File: src/rtl/unix_seconds_to_calendar_unit_macros.svh
// Assertion macros shared by the calendar conversion RTL.
`ifndef UNIX_SECONDS_TO_CALENDAR_UNIT_MACROS_SVH
`define UNIX_SECONDS_TO_CALENDAR_UNIT_MACROS_SVH
`ifndef SYNTH
// Same-cycle implication, disabled while reset is asserted.
`define UCAL_ASSERT_IMP(label, clk, rst_n, ante, cons, msg) \
    label: assert property (@(posedge clk) disable iff (!rst_n) (ante) |-> (cons)) \
        else $error(msg);
// Next-cycle implication, disabled while reset is asserted.
`define UCAL_ASSERT_NXT(label, clk, rst_n, ante, cons, msg) \
    label: assert property (@(posedge clk) disable iff (!rst_n) (ante) |=> (cons)) \
        else $error(msg);
`else
`define UCAL_ASSERT_IMP(label, clk, rst_n, ante, cons, msg)
`define UCAL_ASSERT_NXT(label, clk, rst_n, ante, cons, msg)
`endif
`endif

File: src/rtl/ucal_pkg.sv
// Types, constants and helpers for the seconds-to-calendar converter.
package ucal_pkg;

    localparam int SECONDS_BITS = 37;
    localparam int EPOCH_YEAR   = 1970;

    // 86400 > 2**16, so the day count needs 16 bits fewer than the seconds.
    localparam int DAY_W  = SECONDS_BITS - 16;
    localparam int DCMP_W = (DAY_W > 18) ? DAY_W : 18;

    localparam logic [17:0] SECS_PER_DAY  = 18'd86400;
    localparam logic [16:0] SECS_PER_HOUR = 17'd3600;
    localparam logic [16:0] SECS_PER_MIN  = 17'd60;
    localparam logic [17:0] CYCLE_DAYS    = 18'd146097;
    localparam logic [12:0] CYCLE_YEARS   = 13'd400;
    localparam logic [12:0] YEAR_INIT     = 13'(EPOCH_YEAR);
    localparam logic [8:0]  MOD400_INIT   = 9'(EPOCH_YEAR % 400);
    localparam logic [6:0]  MOD100_INIT   = 7'(EPOCH_YEAR % 100);
    localparam logic [8:0]  MOD400_LAST   = 9'd399;
    localparam logic [6:0]  MOD100_LAST   = 7'd99;

    // A day is 2**7 * 675 seconds. The low seven bits go straight into the time
    // of day and the rest is divided by 675 with a rounded-up reciprocal, which
    // is exact for every value of QIN_W bits since its error stays below 2**10.
    localparam int DAY_SHIFT   = 7;
    localparam int QIN_W       = SECONDS_BITS - DAY_SHIFT;
    localparam int RECIP_SHIFT = QIN_W + 10;
    localparam int RECIP_W     = QIN_W + 1;
    localparam int PROD_W      = QIN_W + RECIP_W;
    localparam logic [9:0] DAY_ODD = 10'd675;
    localparam logic [RECIP_W-1:0] DAY_RECIP =
        RECIP_W'(((64'd1 << RECIP_SHIFT) + 64'(DAY_ODD) - 64'd1) / 64'(DAY_ODD));

    localparam logic [3:0] MONTH_JAN = 4'd1;
    localparam logic [3:0] MONTH_FEB = 4'd2;
    localparam logic [3:0] MONTH_DEC = 4'd12;
    localparam logic [4:0] HOURS_PER_DAY = 5'd24;

    localparam logic [4:0] MONTH_DAYS [12] = '{5'd31, 5'd28, 5'd31, 5'd30, 5'd31, 5'd30,
                                               5'd31, 5'd31, 5'd30, 5'd31, 5'd30, 5'd31};

    typedef enum logic [2:0] {
        S_IDLE,
        S_DIV,
        S_CYC,
        S_YEAR,
        S_MONTH,
        S_HOUR,
        S_MIN,
        S_DONE
    } t_state;

    typedef struct packed {
        logic load;
        logic div_step;
        logic cyc_step;
        logic year_step;
        logic month_step;
        logic hour_step;
        logic min_step;
    } t_cmd;

    typedef struct packed {
        logic div_last;
        logic cyc_done;
        logic year_done;
        logic month_done;
        logic hour_done;
        logic min_done;
    } t_status;

    function automatic logic [4:0] f_month_len(input logic [3:0] month, input logic leap);
        logic [3:0] idx;
        idx = month - MONTH_JAN;
        if (month == MONTH_FEB && leap) begin
            return 5'd29;
        end
        return MONTH_DAYS[idx];
    endfunction

endpackage

File: src/rtl/unix_seconds_to_calendar_unit.sv
// Top level of the seconds-since-1970 to Gregorian date and time converter.
// One item at a time: the epoch seconds are taken when start is high and busy
// is low, and the result appears for exactly one cycle with o_valid. The
// seconds are first split into whole days and then the time of day, then the
// walks step once per 400-year cycle (up to 10), per elapsed year within the
// cycle (up to 399), per month, per hour and per minute, and the result state
// follows. The year walk takes the most steps; the longest case is the last
// day of a 400-year cycle reached after nine whole 400-year periods. busy drops in the
// cycle after o_valid; the receiver cannot stall, so the result must be
// captured in its strobe cycle.
module unix_seconds_to_calendar_unit (
    input  logic                              i_clk,
    input  logic                              i_rst_n,
    input  logic                              start,
    output logic                              busy,
    input  logic [ucal_pkg::SECONDS_BITS-1:0] i_epoch_seconds,
    output logic                              o_valid,
    output logic [12:0]                       o_year,
    output logic [3:0]                        o_month,
    output logic [4:0]                        o_day_of_month,
    output logic [4:0]                        o_hour,
    output logic [5:0]                        o_minute,
    output logic [5:0]                        o_second
);
    import ucal_pkg::*;

    t_cmd    cmd;
    t_status status;

    ucal_ctrl u_ctrl (
        .i_clk    (i_clk),
        .i_rst_n  (i_rst_n),
        .i_start  (start),
        .i_status (status),
        .o_cmd    (cmd),
        .o_busy   (busy),
        .o_valid  (o_valid)
    );

    ucal_dp u_dp (
        .i_clk           (i_clk),
        .i_rst_n         (i_rst_n),
        .i_cmd           (cmd),
        .i_epoch_seconds (i_epoch_seconds),
        .o_status        (status),
        .o_year          (o_year),
        .o_month         (o_month),
        .o_day_of_month  (o_day_of_month),
        .o_hour          (o_hour),
        .o_minute        (o_minute),
        .o_second        (o_second)
    );

endmodule

File: src/rtl/ucal_dp.sv
// Datapath: day division, year/month walk and time-of-day split.
`include "unix_seconds_to_calendar_unit_macros.svh"
module ucal_dp (
    input  logic                          i_clk,
    input  logic                          i_rst_n,
    input  ucal_pkg::t_cmd                i_cmd,
    input  logic [ucal_pkg::SECONDS_BITS-1:0] i_epoch_seconds,
    output ucal_pkg::t_status             o_status,
    output logic [12:0]                   o_year,
    output logic [3:0]                    o_month,
    output logic [4:0]                    o_day_of_month,
    output logic [4:0]                    o_hour,
    output logic [5:0]                    o_minute,
    output logic [5:0]                    o_second
);
    import ucal_pkg::*;

    logic [SECONDS_BITS-1:0] r_num;
    logic [16:0]             r_tod;
    logic [DAY_W-1:0]        r_days;
    logic                    r_div_phase;
    logic [12:0]             r_year;
    logic [8:0]              r_mod400;
    logic [6:0]              r_mod100;
    logic [3:0]              r_month;
    logic [4:0]              r_hour;
    logic [5:0]              r_min;

    logic [QIN_W-1:0]  day_num;
    logic [PROD_W-1:0] day_prod;
    logic [9:0]        day_sub;
    logic [DCMP_W-1:0] days_ext;
    logic              leap;
    logic [8:0]        ylen;
    logic [4:0]        mlen;

    assign day_num  = r_num[SECONDS_BITS-1:DAY_SHIFT];
    assign day_prod = PROD_W'(day_num) * PROD_W'(DAY_RECIP);
    // Only the low ten bits of days * 675 matter, since the remainder is below 675.
    assign day_sub  = r_days[9:0] * DAY_ODD;
    assign days_ext = DCMP_W'(r_days);
    assign leap     = (r_mod400 == 9'd0) || ((r_mod400[1:0] == 2'd0) && (r_mod100 != 7'd0));
    assign ylen     = leap ? 9'd366 : 9'd365;
    assign mlen     = f_month_len(r_month, leap);

    assign o_status.div_last   = r_div_phase;
    assign o_status.cyc_done   = days_ext < DCMP_W'(CYCLE_DAYS);
    assign o_status.year_done  = days_ext < DCMP_W'(ylen);
    assign o_status.month_done = days_ext < DCMP_W'(mlen);
    assign o_status.hour_done  = r_tod < SECS_PER_HOUR;
    assign o_status.min_done   = r_tod < SECS_PER_MIN;

    always_ff @(posedge i_clk) begin
        if (i_cmd.load) begin
            r_num       <= i_epoch_seconds;
            r_tod       <= '0;
            r_days      <= '0;
            r_div_phase <= 1'b0;
            r_year      <= YEAR_INIT;
            r_mod400    <= MOD400_INIT;
            r_mod100    <= MOD100_INIT;
            r_month     <= MONTH_JAN;
            r_hour      <= '0;
            r_min       <= '0;
        end
        // Whole days by reciprocal multiply first, then the time of day from its low bits.
        if (i_cmd.div_step) begin
            if (!r_div_phase) begin
                r_days <= day_prod[RECIP_SHIFT +: DAY_W];
            end else begin
                r_tod <= {r_num[DAY_SHIFT +: 10] - day_sub, r_num[DAY_SHIFT-1:0]};
            end
            r_div_phase <= 1'b1;
        end
        if (i_cmd.cyc_step) begin
            r_days <= DAY_W'(days_ext - DCMP_W'(CYCLE_DAYS));
            r_year <= r_year + CYCLE_YEARS;
        end
        if (i_cmd.year_step) begin
            r_days   <= DAY_W'(days_ext - DCMP_W'(ylen));
            r_year   <= r_year + 13'd1;
            r_mod400 <= (r_mod400 == MOD400_LAST) ? 9'd0 : r_mod400 + 9'd1;
            r_mod100 <= (r_mod100 == MOD100_LAST) ? 7'd0 : r_mod100 + 7'd1;
        end
        if (i_cmd.month_step) begin
            r_days  <= DAY_W'(days_ext - DCMP_W'(mlen));
            r_month <= r_month + 4'd1;
        end
        if (i_cmd.hour_step) begin
            r_tod  <= r_tod - SECS_PER_HOUR;
            r_hour <= r_hour + 5'd1;
        end
        if (i_cmd.min_step) begin
            r_tod <= r_tod - SECS_PER_MIN;
            r_min <= r_min + 6'd1;
        end
    end

    assign o_year         = r_year;
    assign o_month        = r_month;
    assign o_day_of_month = 5'(r_days) + 5'd1;
    assign o_hour         = r_hour;
    assign o_minute       = r_min;
    assign o_second       = r_tod[5:0];

    `UCAL_ASSERT_IMP(a_year_in_cycle, i_clk, i_rst_n, i_cmd.year_step,
        days_ext < DCMP_W'(CYCLE_DAYS), "year walk started before cycle reduction finished")
    `UCAL_ASSERT_IMP(a_month_in_year, i_clk, i_rst_n, i_cmd.month_step,
        r_month < MONTH_DEC, "month walk ran past December")
    `UCAL_ASSERT_IMP(a_hour_in_day, i_clk, i_rst_n, i_cmd.min_step,
        r_hour < HOURS_PER_DAY, "hour count left the day")

endmodule

File: src/rtl/ucal_ctrl.sv
// Controller: sequences division, 400-year cycle, year, month and time-of-day steps.
`include "unix_seconds_to_calendar_unit_macros.svh"
module ucal_ctrl (
    input  logic              i_clk,
    input  logic              i_rst_n,
    input  logic              i_start,
    input  ucal_pkg::t_status i_status,
    output ucal_pkg::t_cmd    o_cmd,
    output logic              o_busy,
    output logic              o_valid
);
    import ucal_pkg::*;

    t_state r_state;
    t_state n_state;

    always_ff @(posedge i_clk) begin
        if (!i_rst_n) begin
            r_state <= S_IDLE;
        end else begin
            r_state <= n_state;
        end
    end

    always_comb begin
        n_state = r_state;
        o_cmd   = '0;
        o_busy  = 1'b1;
        o_valid = 1'b0;
        case (r_state)
            S_IDLE: begin
                o_busy = 1'b0;
                if (i_start) begin
                    o_cmd.load = 1'b1;
                    n_state    = S_DIV;
                end
            end
            S_DIV: begin
                o_cmd.div_step = 1'b1;
                if (i_status.div_last) begin
                    n_state = S_CYC;
                end
            end
            S_CYC: begin
                if (i_status.cyc_done) begin
                    n_state = S_YEAR;
                end else begin
                    o_cmd.cyc_step = 1'b1;
                end
            end
            S_YEAR: begin
                if (i_status.year_done) begin
                    n_state = S_MONTH;
                end else begin
                    o_cmd.year_step = 1'b1;
                end
            end
            S_MONTH: begin
                if (i_status.month_done) begin
                    n_state = S_HOUR;
                end else begin
                    o_cmd.month_step = 1'b1;
                end
            end
            S_HOUR: begin
                if (i_status.hour_done) begin
                    n_state = S_MIN;
                end else begin
                    o_cmd.hour_step = 1'b1;
                end
            end
            S_MIN: begin
                if (i_status.min_done) begin
                    n_state = S_DONE;
                end else begin
                    o_cmd.min_step = 1'b1;
                end
            end
            S_DONE: begin
                o_valid = 1'b1;
                n_state = S_IDLE;
            end
            default: begin
                n_state = S_IDLE;
            end
        endcase
    end

    `UCAL_ASSERT_NXT(a_valid_then_idle, i_clk, i_rst_n, o_valid, !o_busy, "result beat not followed by idle")
    `UCAL_ASSERT_NXT(a_start_to_div, i_clk, i_rst_n, i_start && !o_busy, r_state == S_DIV, "accepted item did not enter division")
    `UCAL_ASSERT_NXT(a_div_to_cyc, i_clk, i_rst_n, o_cmd.div_step && i_status.div_last, r_state == S_CYC, "division end did not move to cycle reduction")

endmodule
File: config.mk
export PLATFORM = sky130hd
export DESIGN_NAME = unix_seconds_to_calendar_unit
export DESIGN_NICKNAME = d
export VERILOG_FILES = /design/src/rtl/ucal_pkg.sv /design/src/rtl/unix_seconds_to_calendar_unit.sv /design/src/rtl/ucal_dp.sv /design/src/rtl/ucal_ctrl.sv
export VERILOG_INCLUDE_DIRS = /design/src /design/src/rtl
export SDC_FILE = /design/constraint.sdc
export NUM_CORES = 1
export LEC_CHECK = 0
export BUFFER_PORTS_ARGS = -buffer_cell sky130_fd_sc_hd__buf_2
export CAP_MARGIN = 20
export CORE_MARGIN = 2
export CORE_UTILIZATION = 60
export CTS_CLUSTER_DIAMETER = 30
export DETAILED_ROUTE_END_ITERATION = 8
export GPL_TIMING_DRIVEN = 0
export PLACE_DENSITY = 0.88
export SLEW_MARGIN = 20
export SYNTH_ARGS = -nofsm -noshare
export SYNTH_HDL_FRONTEND = slang
export SYNTH_SLANG_ARGS = --single-unit
File: constraint.sdc
create_clock -name i_clk -period 12.5 [get_ports i_clk]
set_clock_uncertainty 0.2 [all_clocks]
set_input_delay 3.125 -clock i_clk [delete_from_list [all_inputs] [get_ports i_clk]]
set_output_delay 3.125 -clock i_clk [all_outputs]
set_load 0.01 [all_outputs]
Word-level counts from Yosys, hierarchy flattened
Memory sizes are Yosys's and may differ from the RTL's.
Cells that the tools add are included.
W data, S select, Z words.
Word-level totals
  flip-flop bits (word level): 123
  logic and storage cells: 121
  bits of input ports: 40
  memories kept: 1
  bits in read-only memories: 80
Memory list
  (name not given): depth 16, width 5, rd ports 1, clocked after Yosys merged registers in 0, write ports 0, RTL line ucal_pkg.sv:78  | return MONTH_DAYS[idx];
Operators by class
  $mul: 2
  $lt $le $gt $ge: 6
  bitwise logic cells: 1
  multiplexer cells: 55
  $add $sub $neg: 15
  reductions and logical operators: 13
  equal/unequal tests: 17
Operator list (count)
  $mux W21: 6
  $mux W17: 5
  $mul A30 B29 Y59 const B: 1
  $mux W13: 3
  $mux W5: 6
  $mux W9: 3
  $pmux W3 S8: 1
  $lt A21 B18 Y1 const B: 1
  $lt A21 B5 Y1: 1
  $lt A21 B9 Y1: 1
  $mux W3: 7
  $mux W7: 3
  $sub A21 B18 Y21 const B: 1
  $sub A21 B5 Y21: 1
  $sub A21 B9 Y21: 1
  $lt A17 B12 Y1 const B: 1
  $lt A17 B6 Y1 const B: 1
  $sub A17 B12 Y17 const B: 1
  $sub A17 B6 Y17 const B: 1
  $mux W1: 16
  $add A13 B1 Y13 const B: 1
  $add A13 B9 Y13 const B: 1
  $eq A3 B3 Y1 const B: 4
  $mux W6: 2
  other kinds (28): 40

Depth between registers and ports, before layout
  depth in word-level cells: 10
  depth in mapped cells: 24

Modules after synthesis
A second synthesis with hierarchy kept.
Second synthesis, totals
  cells, all modules: 2182
  area, all modules: 20920.1 µm²
Modules (own cells, without submodules)
  ucal_dp: instances 1, cells each 2141, area each 20602.3 µm²
  ucal_ctrl: instances 1, cells each 41, area each 317.8 µm²

Least setup slack after synthesis
Ideal clock, no wire load.
  path kind: reg-to-reg
  start: reg u_dp.r_num[13]
  end: reg u_dp.r_days[18] (netlist: u_dp.days_ext[18])
  required time: 12.183 ns
  path slack: 5.467 ns
  cell stages (with the launch flop): 23
  buffers on the path: 0
  arrival: 6.716 ns
  library setup time: 0.117 ns
  period minus slack after synthesis: 7.033 ns
  cell sequence: edfxtp_1 > fa_1 > ha_1 > inv_1 > fa_1 > fa_1 > fa_1 > inv_1 > fa_1 > fa_1 > inv_1 > fa_1 > inv_1 > ha_1 > and4_1 > nand3_1 > a2111oi_0 > nor3_1 > or3_1 > o2111ai_1 > nand4_1 > a211o_1 > a22o_1
Between the ends
  word-level cells in the longest chain between the ends: 6
RTL lines
  start: declaration: RTL line ucal_dp.sv:18  | logic [SECONDS_BITS-1:0] r_num;
  start signal: assignment: RTL line ucal_dp.sv:55  | r_num <= i_epoch_seconds;
  $mul A30 B29 Y59: RTL line ucal_dp.sv:38  | assign day_prod = PROD_W'(day_num) * PROD_W'(DAY_RECIP);
  $mux W21: RTL line ucal_dp.sv:68  | if (!r_div_phase) begin
  $mux W21: RTL line ucal_dp.sv:67  | if (i_cmd.div_step) begin
  $mux W21: RTL line ucal_dp.sv:75  | if (i_cmd.cyc_step) begin
  $mux W21: RTL line ucal_dp.sv:79  | if (i_cmd.year_step) begin
  $mux W21: RTL line ucal_dp.sv:85  | if (i_cmd.month_step) begin
  end signal: assignment: RTL line ucal_dp.sv:76  | r_days <= DAY_W'(days_ext - DCMP_W'(CYCLE_DAYS));
  end signal: assignment: RTL line ucal_dp.sv:80  | r_days <= DAY_W'(days_ext - DCMP_W'(ylen));
  end signal: assignment: RTL line ucal_dp.sv:86  | r_days <= DAY_W'(days_ext - DCMP_W'(mlen));
  end: declaration: RTL line ucal_dp.sv:20  | logic [DAY_W-1:0] r_days;
No other way between the ends.
A chain may end at the register's enable or synchronous reset.

Final worst setup path
  start: reg u_dp.r_num[14]
  end: reg u_dp.r_days[18] (netlist: u_dp.days_ext[18])
The elaborated chain is that of the path after synthesis.

==> metrics list <==
* Sequential fraction of the synthesis area: 0.160
- Final Max Slew Viols: 0
- Number of antenna violations at the first check in global routing: 0
- The total area inside the core boundary comes to 0.0343 mm2.
- Top delay family on crit path: adder cells
* Number of rows in the core area: 68
* Synth area leader: sky130_fd_sc_hd__ha_1
- In the routed layout, each cell is associated on average with a via count of about 6.1.
* TritonCTS buffer count: 17
- Yosys warns: 0
- The tightest hold path in the finished design has a slack of 0.286 ns.
* Crit path DAT: 8.25 ns
- Proportion of synthesized flip-flops having asynchronous set or reset: 0
* Vertical die dimension: 190 um
- Crit path capture: u_dp.days_ext[18]
* Total I/O pin count: 81
- Buffering stage count on the worst path with inverters included: 4
- Worst stage delay on the critical path: about 0.75 ns
- The congestion estimate from routability-driven global placement came to 0.972.
- Reg2Reg Setup Slack: about 4.4 ns
- Area of the mapped netlist: 0.0208 mm2
- The first global-routing pass estimated 92300 um of wire.
* Clk sinks: roughly 120
- Critical path fanouts, max: 12
- The flow ran to the end, and the final reports show no timing, DRC or antenna violations.
- In this run, distinct cell masters in the synthesized netlist total 83.
- After clock tree synthesis, the repair step resized 0 gates.
- Worst Path Class, Setup: flop to flop
- For this run, the total global-route usage over all layers was measured as 0.328.
- The area growth from synthesis to layout is 7.37%.
- Initial DRC count: 1436
* Path class of the lowest-slack min-delay path: flop to flop
- The number of antenna diodes in the final layout is 0.
- Of the cells placed in the final design, the portion with a size suffix greater than 1 is 0.0693.
* Number of flip-flops and latches in the synthesized netlist: 123
- Yosys top cell area share: 0.261
* Cell with the largest stage delay on the worst path: sky130_fd_sc_hd__edfxtp_1
- Die Width: 190 um
- For this run, the top clock speed supported by timing is between 100 and 150 MHz.
- Effective utilization at floorplan: 0.605
- Mean instance size in the synthesized netlist: between 9 and 10 um2
- The number of global-route vias before repair was 17800.
* Number of instances in the synthesized netlist: 2180
- Full die area: 0.0361 mm2
- Unrepaired setup endpoints after global routing: no
- Number of nets in the synthesized netlist: 2882
- Vias after detailed routing: 16800
- Relative slew margins: 0.319
- The startpoint identified for the worst register-to-register timing path is u_dp.r_num[14].
- The worst setup path is captured at a flop.
- Worst r2r dst: u_dp.days_ext[18]
* Wirelength, routed: 56500 um
- The clock period could shrink to about 8.1 ns.
- CTS H-tree depth: 4
- ANT nets after route: 0
* Max-Cap Viols: 0
- For this run, design rule violations remaining after detail routing come to 0.
* Post-layout nets: 2982
- Type of origin of the critical path: flop
- Most instantiated flip-flop cell in the synthesis netlist: sky130_fd_sc_hd__edfxtp_1
- Dividing the detail-routed wire length by the instance count gives 20.6 um.
- Dividing the final minimum period by the clock period gives 0.648.
- Ranked by total cell area, the synthesized netlist is headed by sky130_fd_sc_hd__ha_1 26%, sky130_fd_sc_hd__fa_1 22%, sky130_fd_sc_hd__edfxtp_1 12%.
- Count of buffers inserted at the top-level ports: 80
* Most used cell, CP: sky130_fd_sc_hd__fa_1
- The longest clock path from root to sink contains 2 buffers.
- For the pin with the worst max-slew slack, the measured transition is 1.01 ns.
- After clock tree synthesis, the flow added hold-fix buffers numbering 0.
- TritonCTS clock tree: done
- In the final timing run, aggregate negative setup slack is 0 ns.
- Data on the critical path is required at its endpoint by around 13 ns.
* Start point of the critical path: u_dp.r_num[14]
* Logic depth of the worst register-to-register path: 22
- After clock tree synthesis, the clock-pin slew on the worst setup and hold paths is 0.07 ns.
* Number of endpoints failing setup at the final stage: 0
- Most frequent cells after synthesis: 433 x sky130_fd_sc_hd__ha_1, 387 x sky130_fd_sc_hd__inv_1, 229 x sky130_fd_sc_hd__fa_1
* Detailed Place HPWL: 44000 um
- Entering global routing, the biggest net connects 27 pins.
* Worst-Skew Late Latency: ~0.47 ns
- For this run, the detailed router's first-pass iteration total came to 6.
* Number of logic stages on the critical path including buffering: 22
- The signal on the critical path passes through fa_1 > ha_1 > inv_1 > fa_1 > fa_1 > inv_1 > fa_1 > fa_1 > fa_1 > inv_1 > fa_1 > inv_1 > ha_1 > and4_1 > nand3_1 > a2111oi_0 > nor3_1 > or3_1 > o2111ai_1 > nand4_1 > a211o_1 > a22o_1.
- Total grt overflow: 0
- The tree is rooted in a sky130_fd_sc_hd__clkbuf_16.
* Final hold violation count: 0
- By instance count, the leading cell after synthesis is sky130_fd_sc_hd__ha_1.
- Buffers added to address setup during post-CTS repair amount to 0.
- Number of synthesized flops with an enable pin: 85
==> how the worst min path moves through the flow <==
stage	depth (start not counted)	end	start	slack [ns]
after floorplan	1	u_dp.r_tod[4]	u_dp.r_num[4]	0.25
after global placement	1	u_dp.r_tod[4]	u_dp.r_num[4]	0.27
after detailed placement	1	u_dp.r_tod[4]	u_dp.r_num[4]	0.27
after CTS	1	u_dp.r_tod[4]	u_dp.r_num[4]	0.29
after global routing	1	u_dp.r_tod[4]	u_dp.r_num[4]	0.31
final	1	u_dp.r_tod[4]	u_dp.r_num[4]	0.29
==> per-layer routing <==
| metal | vias to the layer above | track usage | part of all wire |
|---|---|---|---|
| li1 | 7703 | - | - |
| met1 | 8179 | 0.408 | 0.40 |
| met2 | 741 | 0.550 | 0.48 |
| met3 | 200 | 0.0631 | 0.070 |
| met4 | 0 | 0.160 | 0.050 |
| met5 | - | 0 | 0 |
==> registers in the layout (all words and copies together) (netlist names) <==
register / cells
u_dp.r_num: 37
u_dp.days_ext: 21
u_dp.r_tod: 17
u_dp.o_year: 13
u_dp.r_mod400: 9
u_dp.r_mod100: 7
u_dp.o_minute: 6
u_dp.o_hour: 5
u_dp.o_month: 4
u_ctrl.r_state: 3
u_dp.r_div_phase: 1
==> cells in the final DEF (no fill, tap or decap), drive strengths merged, types with 8 or more instances in the layout <==
cell type,Yosys,final
nand4,15,15
xor2,32,32
a2111oi,9,9
o31ai,11,11
nor2b,13,13
o21ai,94,94
edfxtp,85,85
nor4,13,13
nor3,38,38
a221oi,9,9
nand2b,12,12
a31oi,14,14
a21oi,112,112
dfxtp,38,38
nor2,102,102
o21a,10,10
o22ai,8,8
a211oi,14,14
nand2,118,118
fa,229,229
inv,387,394
and3,16,16
nand3,52,52
a21o,37,37
xnor2,48,48
buf,25,106
a22oi,13,13
mux2i,8,8
clkbuf,44,63
o211ai,11,11
and2,14,14
ha,433,433
==> final cells by class <==
type	instances	area (um2)
plain buffers	69	307
repair buffers	81	420
flip-flops and latches	123	3310
well taps	455	569
multi-input cells	1601	15700
clock inverters	13	108
clock buffers	19	433
fillers	2662	12000
inverters	387	1450
==> per-stage QoR <==
step	cell area, um2	instances	worst slack [ns]	util
3_5_place_dp	21700	2716	4.51	0.634
2_1_floorplan	20800	2180	5.47	-
5_1_grt	22300	2748	4.15	0.650
4_1_cts	22300	2748	4.48	0.650
6_report	22300	2748	4.40	0.650
3_3_place_gp	21700	2715	4.67	0.634
==> worst register-to-register path, stage by stage (launching register included) <==
cell and delay, ns:
sky130_fd_sc_hd__edfxtp_1 0.75, sky130_fd_sc_hd__fa_1 0.57, sky130_fd_sc_hd__ha_1 0.28, sky130_fd_sc_hd__inv_1 0.06
sky130_fd_sc_hd__fa_1 0.51, sky130_fd_sc_hd__fa_1 0.53, sky130_fd_sc_hd__inv_1 0.05, sky130_fd_sc_hd__fa_1 0.48
sky130_fd_sc_hd__fa_1 0.53, sky130_fd_sc_hd__fa_1 0.54, sky130_fd_sc_hd__inv_1 0.05, sky130_fd_sc_hd__fa_1 0.50
sky130_fd_sc_hd__inv_1 0.05, sky130_fd_sc_hd__ha_1 0.34, sky130_fd_sc_hd__and4_1 0.20, sky130_fd_sc_hd__nand3_1 0.12
sky130_fd_sc_hd__a2111oi_0 0.48, sky130_fd_sc_hd__nor3_1 0.18, sky130_fd_sc_hd__or3_1 0.44, sky130_fd_sc_hd__o2111ai_1 0.29
sky130_fd_sc_hd__nand4_1 0.29, sky130_fd_sc_hd__a211o_1 0.34, sky130_fd_sc_hd__a22o_1 0.19
==> cell families (layout without fill, tap and decap cells) <==
group           after synthesis  in the layout  share of synthesized area
xor+xnor                     80             80                     0.0338
compound gates              420            420                      0.134
buf+inv                     456            569                     0.0847
mux                           9              9                    0.00440
flops                       123            123                      0.160
simple gates                430            430                      0.102
fa+ha+maj                   662            662                      0.482
Power is left out: the tool's default activity adds up to more than one toggle a clock period on the data nets, which glitch-free logic cannot reach.
